### config.mk
export PLATFORM = sky130hd
export DESIGN_NAME = fan_speed_stall_guard_core
export DESIGN_NICKNAME = d
export VERILOG_FILES = /design/src/fssg_pkg.sv /design/src/fssg_cfg.sv /design/src/fssg_ctrl.sv /design/src/fssg_dp.sv /design/src/fan_speed_stall_guard_core.sv
export SDC_FILE = /design/constraint.sdc
export NUM_CORES = 2
export LEC_CHECK = 0
export ABC_AREA = 0
export ABC_CLOCK_PERIOD_IN_PS = 6550
export BUFFER_PORTS_ARGS = -buffer_cell sky130_fd_sc_hd__clkbuf_2
export CORE_MARGIN = 2
export CORE_UTILIZATION = 50
export CTS_BUF_LIST = sky130_fd_sc_hd__clkbuf_4 sky130_fd_sc_hd__clkbuf_8
export DETAILED_ROUTE_END_ITERATION = 10
export GPL_TIMING_DRIVEN = 0
export PLACE_DENSITY = 0.69
export SLEW_MARGIN = 10
export SYNTH_ARGS = -nofsm -noshare
export SYNTH_HDL_FRONTEND = slang
export SYNTH_HIERARCHICAL = 1
export SYNTH_SLANG_ARGS = --single-unit
export TNS_END_PERCENT = 30
### constraint.sdc
create_clock -name aclk -period 6.55 [get_ports aclk]
set_clock_uncertainty 0.1 [all_clocks]
set_input_delay 0.3275 -clock aclk [delete_from_list [all_inputs] [get_ports aclk]]
set_output_delay 0.3275 -clock aclk [all_outputs]
set_load 0.05 [all_outputs]
### src/fssg_pkg.sv
`default_nettype none

package fssg_pkg;

    // Fan and tachometer constants.
    localparam int TACH_PPR        = 42;
    localparam int DUTY_FULL_SCALE = 8191;
    localparam int RECOVERY_PCT    = 30;
    localparam int RPM_SCALE       = 60000;
    localparam int PCT_FULL        = 100;
    localparam int RETRY_MAX       = 15;

    // Field and register widths.
    localparam int REQ_W     = 2;
    localparam int PULSE_W   = 8;
    localparam int PREQ_W    = 8;
    localparam int DUTY_W    = 13;
    localparam int RPM_W     = 16;
    localparam int RETRY_W   = 4;
    localparam int PCT_W     = 7;
    localparam int WIN_W     = 10;
    localparam int REC_W     = 14;
    localparam int RPP_W     = 10;
    localparam int ACC_W     = 18;
    localparam int PPR_W     = 8;
    localparam int DEN_W     = WIN_W + PPR_W;
    localparam int NUM_W     = DEN_W + RPM_W;
    localparam int EXP_W     = PCT_W + RPP_W;
    localparam int CMP_W     = 24;
    localparam int DIV_CNT_W = 4;

    localparam logic [ACC_W-1:0] ACC_MAX = {ACC_W{1'b1}};

    // Stream word widths.
    localparam int S_DATA_W = PULSE_W + PREQ_W;
    localparam int M_FIELDS_W = DUTY_W + RPM_W + 1 + RETRY_W + 1 + 1 + 1;
    localparam int M_DATA_W = ((M_FIELDS_W + 7) / 8) * 8;

    // Configuration port.
    localparam int CFG_ADDR_W = 3;
    localparam int CFG_DATA_W = 14;

    localparam logic [CFG_ADDR_W-1:0] CFG_CHECK_WINDOW = 3'd0;
    localparam logic [CFG_ADDR_W-1:0] CFG_RECOVERY     = 3'd1;
    localparam logic [CFG_ADDR_W-1:0] CFG_RETRY_LIMIT  = 3'd2;
    localparam logic [CFG_ADDR_W-1:0] CFG_DROP_PCT     = 3'd3;
    localparam logic [CFG_ADDR_W-1:0] CFG_RPM_PER_PCT  = 3'd4;
    localparam logic [CFG_ADDR_W-1:0] CFG_MIN_POWER    = 3'd5;

    // Request kinds.
    localparam logic [REQ_W-1:0] REQ_TICK  = 2'd0;
    localparam logic [REQ_W-1:0] REQ_POWER = 2'd1;
    localparam logic [REQ_W-1:0] REQ_STOP  = 2'd2;

    typedef struct packed {
        logic [WIN_W-1:0]   check_window_ms;
        logic [REC_W-1:0]   recovery_ms;
        logic [RETRY_W-1:0] retry_limit;
        logic [PCT_W-1:0]   drop_percent;
        logic [RPP_W-1:0]   rpm_per_percent;
        logic [PCT_W-1:0]   min_check_power;
    } cfg_t;

    typedef struct packed {
        logic decode;
        logic mul;
        logic prep;
        logic div_step;
        logic chk_a;
        logic chk_b;
        logic chk_c;
        logic restart;
        logic load_out;
    } dp_cmd_t;

    typedef struct packed {
        logic win_end;
        logic sat;
        logic div_last;
        logic chk_en;
        logic out_free;
    } dp_sts_t;

    typedef logic [(1 << PCT_W)-1:0][DUTY_W-1:0] duty_tab_t;

    function automatic duty_tab_t build_duty_tab();
        duty_tab_t t;
        for (int i = 0; i < (1 << PCT_W); i++) begin
            t[i] = DUTY_W'((i * DUTY_FULL_SCALE) / PCT_FULL);
        end
        return t;
    endfunction

    localparam duty_tab_t DUTY_TAB = build_duty_tab();

endpackage

`default_nettype wire

### src/fssg_cfg.sv
`default_nettype none

module fssg_cfg (
    input  wire                              aclk,
    input  wire                              aresetn,
    input  wire                              cfg_we,
    input  wire  [fssg_pkg::CFG_ADDR_W-1:0]  cfg_addr,
    input  wire  [fssg_pkg::CFG_DATA_W-1:0]  cfg_wdata,
    output fssg_pkg::cfg_t                   cfg
);
    import fssg_pkg::*;

    cfg_t cfg_reg;

    always_ff @(posedge aclk) begin
        if (!aresetn) begin
            cfg_reg.check_window_ms <= WIN_W'(100);
            cfg_reg.recovery_ms     <= REC_W'(1000);
            cfg_reg.retry_limit     <= RETRY_W'(3);
            cfg_reg.drop_percent    <= PCT_W'(30);
            cfg_reg.rpm_per_percent <= RPP_W'(250);
            cfg_reg.min_check_power <= PCT_W'(30);
        end else if (cfg_we) begin
            unique case (cfg_addr)
                CFG_CHECK_WINDOW: cfg_reg.check_window_ms <= cfg_wdata[WIN_W-1:0];
                CFG_RECOVERY:     cfg_reg.recovery_ms     <= cfg_wdata[REC_W-1:0];
                CFG_RETRY_LIMIT:  cfg_reg.retry_limit     <= cfg_wdata[RETRY_W-1:0];
                CFG_DROP_PCT:     cfg_reg.drop_percent    <= cfg_wdata[PCT_W-1:0];
                CFG_RPM_PER_PCT:  cfg_reg.rpm_per_percent <= cfg_wdata[RPP_W-1:0];
                CFG_MIN_POWER:    cfg_reg.min_check_power <= cfg_wdata[PCT_W-1:0];
                default: begin
                end
            endcase
        end
    end

    assign cfg = cfg_reg;

endmodule

`default_nettype wire

### src/fssg_ctrl.sv
`default_nettype none

module fssg_ctrl (
    input  wire                aclk,
    input  wire                aresetn,
    input  wire                s_accept,
    input  fssg_pkg::dp_sts_t  sts,
    output logic               s_tready,
    output fssg_pkg::dp_cmd_t  cmd
);
    import fssg_pkg::*;

    typedef enum logic [3:0] {
        ST_IDLE,
        ST_DECODE,
        ST_MUL,
        ST_PREP,
        ST_DIV,
        ST_CHK_A,
        ST_CHK_B,
        ST_CHK_C,
        ST_OUT
    } state_t;

    state_t state_reg;
    state_t state_next;

    always_comb begin
        state_next = state_reg;
        cmd        = '0;
        unique case (state_reg)
            ST_IDLE: begin
                if (s_accept) state_next = ST_DECODE;
            end
            ST_DECODE: begin
                cmd.decode = 1'b1;
                state_next = sts.win_end ? ST_MUL : ST_OUT;
            end
            ST_MUL: begin
                cmd.mul    = 1'b1;
                state_next = ST_PREP;
            end
            ST_PREP: begin
                cmd.prep   = 1'b1;
                state_next = sts.sat ? ST_CHK_A : ST_DIV;
            end
            ST_DIV: begin
                cmd.div_step = 1'b1;
                if (sts.div_last) state_next = ST_CHK_A;
            end
            ST_CHK_A: begin
                // A skipped check still restarts the window.
                cmd.chk_a = 1'b1;
                if (sts.chk_en) begin
                    state_next = ST_CHK_B;
                end else begin
                    cmd.restart = 1'b1;
                    state_next  = ST_OUT;
                end
            end
            ST_CHK_B: begin
                cmd.chk_b  = 1'b1;
                state_next = ST_CHK_C;
            end
            ST_CHK_C: begin
                cmd.chk_c   = 1'b1;
                cmd.restart = 1'b1;
                state_next  = ST_OUT;
            end
            ST_OUT: begin
                if (sts.out_free) begin
                    cmd.load_out = 1'b1;
                    state_next   = ST_IDLE;
                end
            end
            default: state_next = ST_IDLE;
        endcase
    end

    always_ff @(posedge aclk) begin
        if (!aresetn) begin
            state_reg <= ST_IDLE;
        end else begin
            state_reg <= state_next;
        end
    end

    assign s_tready = (state_reg == ST_IDLE);

endmodule

`default_nettype wire

### src/fssg_dp.sv
`default_nettype none

module fssg_dp (
    input  wire                              aclk,
    input  wire                              aresetn,
    input  wire                              s_accept,
    input  wire  [fssg_pkg::S_DATA_W-1:0]    s_tdata,
    input  wire  [fssg_pkg::REQ_W-1:0]       s_tuser,
    input  fssg_pkg::cfg_t                   cfg,
    input  fssg_pkg::dp_cmd_t                cmd,
    output fssg_pkg::dp_sts_t                sts,
    output logic                             m_tvalid,
    input  wire                              m_tready,
    output logic [fssg_pkg::M_DATA_W-1:0]    m_tdata
);
    import fssg_pkg::*;

    // Latched input word.
    logic [REQ_W-1:0]   req_reg;
    logic [PULSE_W-1:0] pulses_reg;
    logic [PREQ_W-1:0]  preq_reg;

    // Fan state.
    logic [PCT_W-1:0]   power_reg;
    logic [RETRY_W-1:0] retries_reg;
    logic               stalled_reg;
    logic               recovering_reg;
    logic [WIN_W-1:0]   window_ticks_reg;
    logic [ACC_W-1:0]   acc_reg;
    logic [REC_W-1:0]   rec_ticks_reg;
    logic [RPM_W-1:0]   rpm_reg;

    // Arithmetic work registers.
    logic [NUM_W-1:0]     num_reg;
    logic [DEN_W-1:0]     den_reg;
    logic [DEN_W-1:0]     rem_reg;
    logic [RPM_W-1:0]     low_reg;
    logic [RPM_W-1:0]     quo_reg;
    logic [DIV_CNT_W-1:0] div_cnt_reg;
    logic [EXP_W-1:0]     exp_reg;
    logic [CMP_W-1:0]     rpm1_reg;
    logic [CMP_W-1:0]     thr_reg;
    logic                 done_reg;
    logic                 seen_reg;

    logic [M_DATA_W-1:0] m_tdata_reg;
    logic                m_tvalid_reg;

    logic [ACC_W:0]     acc_sum;
    logic [ACC_W-1:0]   acc_next;
    logic [WIN_W-1:0]   window_ticks_next;
    logic [WIN_W-1:0]   win_lim;
    logic [REC_W-1:0]   rec_ticks_next;
    logic [REC_W-1:0]   rec_lim;
    logic [PCT_W-1:0]   preq_clamped;
    logic [PCT_W-1:0]   drop_eff;
    logic [PCT_W-1:0]   keep_pct;
    logic [DEN_W:0]     div_shift;
    logic               div_ge;
    logic [DEN_W:0]     div_diff;
    logic [RETRY_W-1:0] retries_next;
    logic               stall_found;
    logic [DUTY_W-1:0]  duty_now;

    assign acc_sum  = {1'b0, acc_reg} + (ACC_W + 1)'(pulses_reg);
    assign acc_next = (acc_sum > {1'b0, ACC_MAX}) ? ACC_MAX : acc_sum[ACC_W-1:0];

    assign window_ticks_next = window_ticks_reg + WIN_W'(1);
    assign win_lim = (cfg.check_window_ms == '0) ? WIN_W'(1) : cfg.check_window_ms;
    assign rec_ticks_next = rec_ticks_reg + REC_W'(1);
    assign rec_lim = (cfg.recovery_ms == '0) ? REC_W'(1) : cfg.recovery_ms;

    assign preq_clamped = (preq_reg > PREQ_W'(PCT_FULL)) ? PCT_W'(PCT_FULL)
                                                         : preq_reg[PCT_W-1:0];
    assign drop_eff = (cfg.drop_percent > PCT_W'(PCT_FULL)) ? PCT_W'(PCT_FULL)
                                                            : cfg.drop_percent;
    assign keep_pct = PCT_W'(PCT_FULL) - drop_eff;

    // One quotient bit per step of the long division.
    assign div_shift = {rem_reg, low_reg[RPM_W-1]};
    assign div_ge    = div_shift >= {1'b0, den_reg};
    assign div_diff  = div_shift - {1'b0, den_reg};

    assign retries_next = (retries_reg < RETRY_W'(RETRY_MAX)) ? retries_reg + RETRY_W'(1)
                                                              : retries_reg;
    // rpm < floor(t / 100) holds exactly when (rpm + 1) * 100 <= t.
    assign stall_found = rpm1_reg <= thr_reg;

    always_comb begin
        priority if (stalled_reg) begin
            duty_now = '0;
        end else if (recovering_reg) begin
            duty_now = DUTY_TAB[RECOVERY_PCT];
        end else begin
            duty_now = DUTY_TAB[power_reg];
        end
    end

    assign sts.win_end  = (req_reg == REQ_TICK) && !recovering_reg
                          && (window_ticks_next >= win_lim);
    assign sts.sat      = num_reg >= {den_reg, {RPM_W{1'b0}}};
    assign sts.div_last = (div_cnt_reg == {DIV_CNT_W{1'b1}});
    assign sts.chk_en   = !stalled_reg && (power_reg >= cfg.min_check_power);
    assign sts.out_free = !m_tvalid_reg || m_tready;

    // Input word latch.
    always_ff @(posedge aclk) begin
        if (s_accept) begin
            req_reg    <= s_tuser;
            pulses_reg <= s_tdata[PULSE_W-1:0];
            preq_reg   <= s_tdata[S_DATA_W-1:PULSE_W];
        end
    end

    // Fan state, set on accept, decode, divide, check and restart.
    always_ff @(posedge aclk) begin
        if (!aresetn) begin
            power_reg        <= '0;
            retries_reg      <= '0;
            stalled_reg      <= 1'b0;
            recovering_reg   <= 1'b0;
            window_ticks_reg <= '0;
            acc_reg          <= '0;
            rec_ticks_reg    <= '0;
            rpm_reg          <= '0;
            done_reg         <= 1'b0;
            seen_reg         <= 1'b0;
        end else begin
            if (s_accept) begin
                done_reg <= 1'b0;
                seen_reg <= 1'b0;
            end
            if (cmd.decode) begin
                unique case (req_reg)
                    REQ_TICK: begin
                        if (recovering_reg) begin
                            if (rec_ticks_next >= rec_lim) begin
                                recovering_reg   <= 1'b0;
                                rec_ticks_reg    <= '0;
                                window_ticks_reg <= '0;
                                acc_reg          <= '0;
                            end else begin
                                rec_ticks_reg <= rec_ticks_next;
                            end
                        end else begin
                            acc_reg          <= acc_next;
                            window_ticks_reg <= window_ticks_next;
                        end
                    end
                    REQ_POWER: begin
                        if (!stalled_reg) power_reg <= preq_clamped;
                    end
                    REQ_STOP: begin
                        power_reg      <= '0;
                        retries_reg    <= '0;
                        stalled_reg    <= 1'b0;
                        recovering_reg <= 1'b0;
                        rec_ticks_reg  <= '0;
                    end
                    default: begin
                    end
                endcase
            end
            if (cmd.prep && sts.sat) begin
                rpm_reg <= {RPM_W{1'b1}};
            end
            if (cmd.div_step && sts.div_last) begin
                rpm_reg <= {quo_reg[RPM_W-2:0], div_ge};
            end
            if (cmd.chk_c) begin
                done_reg <= 1'b1;
                if (stall_found) begin
                    seen_reg    <= 1'b1;
                    retries_reg <= retries_next;
                    if (retries_next >= cfg.retry_limit) begin
                        stalled_reg    <= 1'b1;
                        power_reg      <= '0;
                        recovering_reg <= 1'b0;
                        rec_ticks_reg  <= '0;
                    end else begin
                        recovering_reg <= 1'b1;
                        rec_ticks_reg  <= '0;
                    end
                end else begin
                    retries_reg <= '0;
                end
            end
            if (cmd.restart) begin
                window_ticks_reg <= '0;
                acc_reg          <= '0;
            end
        end
    end

    // RPM measurement and threshold arithmetic.
    always_ff @(posedge aclk) begin
        if (cmd.mul) begin
            num_reg <= NUM_W'(acc_reg) * NUM_W'(RPM_SCALE);
            den_reg <= DEN_W'(window_ticks_reg) * DEN_W'(TACH_PPR);
        end
        if (cmd.prep) begin
            rem_reg     <= num_reg[NUM_W-1:RPM_W];
            low_reg     <= num_reg[RPM_W-1:0];
            quo_reg     <= '0;
            div_cnt_reg <= '0;
        end
        if (cmd.div_step) begin
            rem_reg     <= div_ge ? div_diff[DEN_W-1:0] : div_shift[DEN_W-1:0];
            low_reg     <= {low_reg[RPM_W-2:0], 1'b0};
            quo_reg     <= {quo_reg[RPM_W-2:0], div_ge};
            div_cnt_reg <= div_cnt_reg + DIV_CNT_W'(1);
        end
        if (cmd.chk_a) begin
            exp_reg  <= EXP_W'(power_reg) * EXP_W'(cfg.rpm_per_percent);
            rpm1_reg <= (CMP_W'(rpm_reg) + CMP_W'(1)) * CMP_W'(PCT_FULL);
        end
        if (cmd.chk_b) begin
            thr_reg <= CMP_W'(exp_reg) * CMP_W'(keep_pct);
        end
    end

    // Output word register.
    always_ff @(posedge aclk) begin
        if (!aresetn) begin
            m_tvalid_reg <= 1'b0;
        end else if (cmd.load_out) begin
            m_tvalid_reg <= 1'b1;
        end else if (m_tready) begin
            m_tvalid_reg <= 1'b0;
        end
    end

    always_ff @(posedge aclk) begin
        if (cmd.load_out) begin
            m_tdata_reg <= M_DATA_W'({seen_reg, done_reg, recovering_reg, retries_reg,
                                      stalled_reg, rpm_reg, duty_now});
        end
    end

    assign m_tvalid = m_tvalid_reg;
    assign m_tdata  = m_tdata_reg;

endmodule

`default_nettype wire

### src/fan_speed_stall_guard_core.sv
// Fan power control with tachometer stall detection and retry.
// Input words arrive on the s_ channel: s_tuser carries the request kind (tick, set
// power, stop) and s_tdata the tachometer pulses of a one-millisecond tick and the
// requested power. Every input word yields exactly one status word on the m_ channel:
// PWM duty, last measured RPM, stall latch, retry count, recovery flag and the outcome
// of a stall check evaluated on that word.
// Power and stop words, and ticks that do not close a check window, pass from the
// decode state straight to the output state. A tick that closes the window also runs
// the RPM measurement: a multiply, a 16-step restoring divider (one quotient bit per
// cycle) and a threshold check (CHK_A, CHK_B, CHK_C); a skipped check stops after
// CHK_A, and a saturated RPM skips the 16 divider steps. The block takes
// one word at a time, so the next word is accepted once the previous status word has
// been loaded into the output register.
// When the receiver stalls, the finished word waits in the output register and the
// next input word is still accepted and processed; it then waits until the output
// register frees up.
// Reset (aresetn low, synchronous) loads the configuration defaults and clears all
// fan state. Configuration registers are written through cfg_we/cfg_addr/cfg_wdata
// and should only be changed while the block is idle.
`default_nettype none

module fan_speed_stall_guard_core (
    input  wire                              aclk,
    input  wire                              aresetn,
    input  wire                              s_tvalid,
    output logic                             s_tready,
    // tach_pulses[7:0], power_request[15:8]
    input  wire  [fssg_pkg::S_DATA_W-1:0]    s_tdata,
    // req_type[1:0]
    input  wire  [fssg_pkg::REQ_W-1:0]       s_tuser,
    output logic                             m_tvalid,
    input  wire                              m_tready,
    // duty_value[12:0], measured_rpm[28:13], stall_latched[29], retry_count[33:30],
    // in_recovery[34], check_done[35], stall_seen[36], zero fill[39:37]
    output logic [fssg_pkg::M_DATA_W-1:0]    m_tdata,
    input  wire                              cfg_we,
    input  wire  [fssg_pkg::CFG_ADDR_W-1:0]  cfg_addr,
    input  wire  [fssg_pkg::CFG_DATA_W-1:0]  cfg_wdata
);
    import fssg_pkg::*;

    cfg_t    cfg;
    dp_cmd_t cmd;
    dp_sts_t sts;
    logic    s_accept;

    assign s_accept = s_tvalid && s_tready;

    fssg_cfg u_cfg (
        .aclk      (aclk),
        .aresetn   (aresetn),
        .cfg_we    (cfg_we),
        .cfg_addr  (cfg_addr),
        .cfg_wdata (cfg_wdata),
        .cfg       (cfg)
    );

    fssg_ctrl u_ctrl (
        .aclk     (aclk),
        .aresetn  (aresetn),
        .s_accept (s_accept),
        .sts      (sts),
        .s_tready (s_tready),
        .cmd      (cmd)
    );

    fssg_dp u_dp (
        .aclk     (aclk),
        .aresetn  (aresetn),
        .s_accept (s_accept),
        .s_tdata  (s_tdata),
        .s_tuser  (s_tuser),
        .cfg      (cfg),
        .cmd      (cmd),
        .sts      (sts),
        .m_tvalid (m_tvalid),
        .m_tready (m_tready),
        .m_tdata  (m_tdata)
    );

endmodule

`default_nettype wire

==> results by group <==
Timing
  • Max-slew headroom: 17.7%
  • Max frequency: 0.156 GHz
  • Worst slew pin tran: 1.24 ns
  • Setup slack after layout: 0.143 ns
  • # setup viols final: 0
  • Unrepaired setup endpoints after global routing: yes
  • Post-route clock period utilization: 97.8%
  • Period minus WS final: 6.41 ns
  • Final Hold Viols: 0
  • Slew Viols, Final: 0

Clocking
  • TritonCTS Sinks: 353
  • CTS clk-pin slew, worst paths: 0.06 ns
  • Clock root buffer: clkbuf_8
  • Clock buffer depth: 3
  • CTS tree: built
  • Clk Latency, worst-skew pair: 0.67 ns
  • H-tree Lvls: 2
  • Cts bufs inserted: 60

Global routing
  • GRT Overall Usage: 24.1%
  • Vias in the first global route: 23200
  • First-pass GRT wire length: 123 mm
  • GRT overflow: 0
  • Largest net degree at the start of global routing: 49
  • Initial antenna violation count: 4

Power and ir drop
  • Flop pwr share: 46.6%
  • Net Sw Frac: 25.5%
  • Switching power: 1320 µW
  • Max IR drop VDD: 152 µV
  • Clock power frac: 42.0%
  • Int Pwr: 3860 µW
  • Logic gate share of total power: 11.4%
  • Leak Pwr: 0.0162 µW
  • PD cells: 151 mW/mm²

Finish
  • Commonest non-fill, non-tap cell in the layout: inv_1
  • Area grow syn2layout: 12.1%
  • Final net count: 3993
  • Fin util: 56.7%
  • Fillers: 5347
  • Largest register FFs: 52
  • Share of cells above drive strength 1: 11.9%
  • Most frequent cells in the layout: inv_1, ha_1, nand2_1

Place
  • IO buf count: 78
  • DP HPWL: 58.5 mm
  • Pre-CTS setup slack: -1.03 ns
  • GPL Wtd Cong: 0.966

Hold path
  • Hold Crit Class: input port to register

Route
  • Number of remaining DRC errors: 0
  • Initial DRC Count: 1594
  • TritonRoute pass-1 iters: 6
  • Mean routed wirelength per cell: 18.1 µm
  • Post-DR vias/cell: 5.63
  • Via count: 23800
  • Final ANT Viol Nets: 0
  • Final WL: 76.5 mm

Floorplanning
  • Die area: 0.0631 mm²
  • Die X: 251 µm
  • Io pins: 82
  • Core Box Area: 0.0604 mm²
  • Height of the die: 251 µm
  • Std-Cell Rows: 90
  • Initial Util: 50.6%

Worst setup path
  • Worst setup path class: register to register
  • Setup crit end kind: register
  • Critical path's top delay family: adder cells
  • Most used cell, CP: fa_1
  • Crit-path max cell delay: 0.53 ns
  • Worst-path fanout max: 4
  • Crit path arrival time: 6.70 ns
  • CP required: 6.84 ns
  • Slowest-stage cell, CP: fa_1
  • CP bufs+invs: 7
  • Critical path launch point type: register

Synthesis
  • Post-synth ARST share: 0%
  • Post-Syn Area: 0.0305 mm²
  • FF+latch count, synth: 353
  • Gate Count Post-Synth: 3171
  • Syn Area/Cell: 9.63 µm²
  • Synth warn: 6
  • Ys flop type: edfxtp_1
  • Synth unique cells: 104
  • Post-synth EDFFs: 210
  • Sequential area share after synthesis: 30.0%

Run status
  • Status: finished clean

Run
  • Max_cap viols: 0
[Yosys cell counts, drive strengths merged, types with 7 or more instances]
master	n	area, µm²
and3	32	200
nor4	13	87.6
nor3	60	310
a2111oi	7	80.1
o21bai	13	97.6
nand2b	34	215
o211ai	21	158
o21ai	110	566
a31oi	27	169
a21o	36	270
o31ai	8	65.1
nor2b	57	357
fa	203	4060
or2	11	68.8
and2	142	888
nor2	211	817
o311a	19	190
xor2	45	394
nand3b	8	72.6
edfxtp	210	6310
ha	364	4550
a22oi	21	168
nand2	233	882
or3	10	62.6
a221oi	11	96.3
a21oi	209	1060
buf	51	317
xnor2	101	885
nand3	64	325
inv	372	1400
mux2i	61	611
clkbuf	70	264
a211oi	33	265
o21a	25	188
o22ai	16	100
mux2	18	203
dfxtp	143	2860
nand4	17	121
[layer usage]
| layer | vias up | global-route usage [%] | routed length, µm |
|---|---|---|---|
| li1 | 11400 | - | - |
| met1 | 11400 | 33.2 | 34500 |
| met2 | 741 | 38.8 | 34900 |
| met3 | 156 | 4.77 | 5100 |
| met4 | 6 | 6.41 | 1960 |
| met5 | - | 0 | 40 |
[repair_timing]
item | 4_1_cts | 5_1_grt
setup endpoints to repair | 13 | 6
setup buffers | 23 | 8
pin swaps | 35 | 23
endpoints found under the hold margin | 68 | 0
hold buffers | 33 | 0
resized for setup | 47 | 20
[final cells by class]
cell class | instances | area [µm²] | area share (%)
Multi-Input combinational cell | 2326 | 19700 | 57.4
Inverter | 373 | 1400 | 4.09
Buffer | 119 | 598 | 1.75
Clock buffer | 93 | 1120 | 3.26
Antenna cell | 1 | 2.50 | 0.00731
Timing Repair Buffer | 153 | 1080 | 3.14
Tap cell | 782 | 978 | 2.86
Clock inverter | 21 | 211 | 0.617
Sequential cell | 353 | 9190 | 26.8
[path summary, 6_finish.rpt]
kind,startpoint,end,slack [ns],cells past startpoint
setup / recovery,u_cfg/cfg[17],u_dp/thr_reg[23],0.14,28
hold / removal,cfg_addr[1],u_cfg/cfg[18],0.08,3
setup reg to reg,u_cfg/cfg[17],u_dp/thr_reg[23],0.14,28
hold reg to reg,u_dp/recovering_reg,u_dp/m_tdata[34],0.34,0
[through the flow]
step / hold slack (ns) / cells / power [µW] / setup TNS, ns / area, µm²
2_1_floorplan: 0.303 / 3173 / 2850 / 0 / 30600
5_1_grt: 0.0667 / 4221 / 5390 / -0.246 / 34200
3_3_place_gp: 0.308 / 4033 / 3000 / -48.25 / 32000
4_1_cts: 0.0240 / 4212 / 5240 / 0 / 34100
6_report: 0.0831 / 4221 / 5180 / 0 / 34200
3_5_place_dp: 0.331 / 4044 / 3010 / -8.01 / 32100
[worst min-delay path, delay by kind of cell]
kind | cells | cell delay, ns
buf+inv | 1 | 0.12
simple gates | 1 | 0.25
mux | 1 | 0.11
[kinds of logic after synthesis]
group                    share of synthesized area, %
AND/OR/NAND/NOR                                  15.0
AO/OA/AOI/OAI                                    13.4
adder cells (fa/ha/maj)                          28.2
buffers and inverters                            6.48
flip-flops                                       30.0
XOR/XNOR                                         4.19
multiplexers                                     2.66
other                                          0.0123
[power by group through the flow]
| stage | Clock [µW] | Sequential [µW] | Combinational, µW |
|---|---|---|---|
| global placement | 0 | 2470 | 534 |
| floorplan | 0 | 2480 | 371 |
| CTS | 2240 | 2420 | 580 |
| detailed placement | 0 | 2460 | 543 |
| global route | 2330 | 2420 | 648 |
| finish | 2180 | 2420 | 589 |
(Power assumes the default switching activity.)
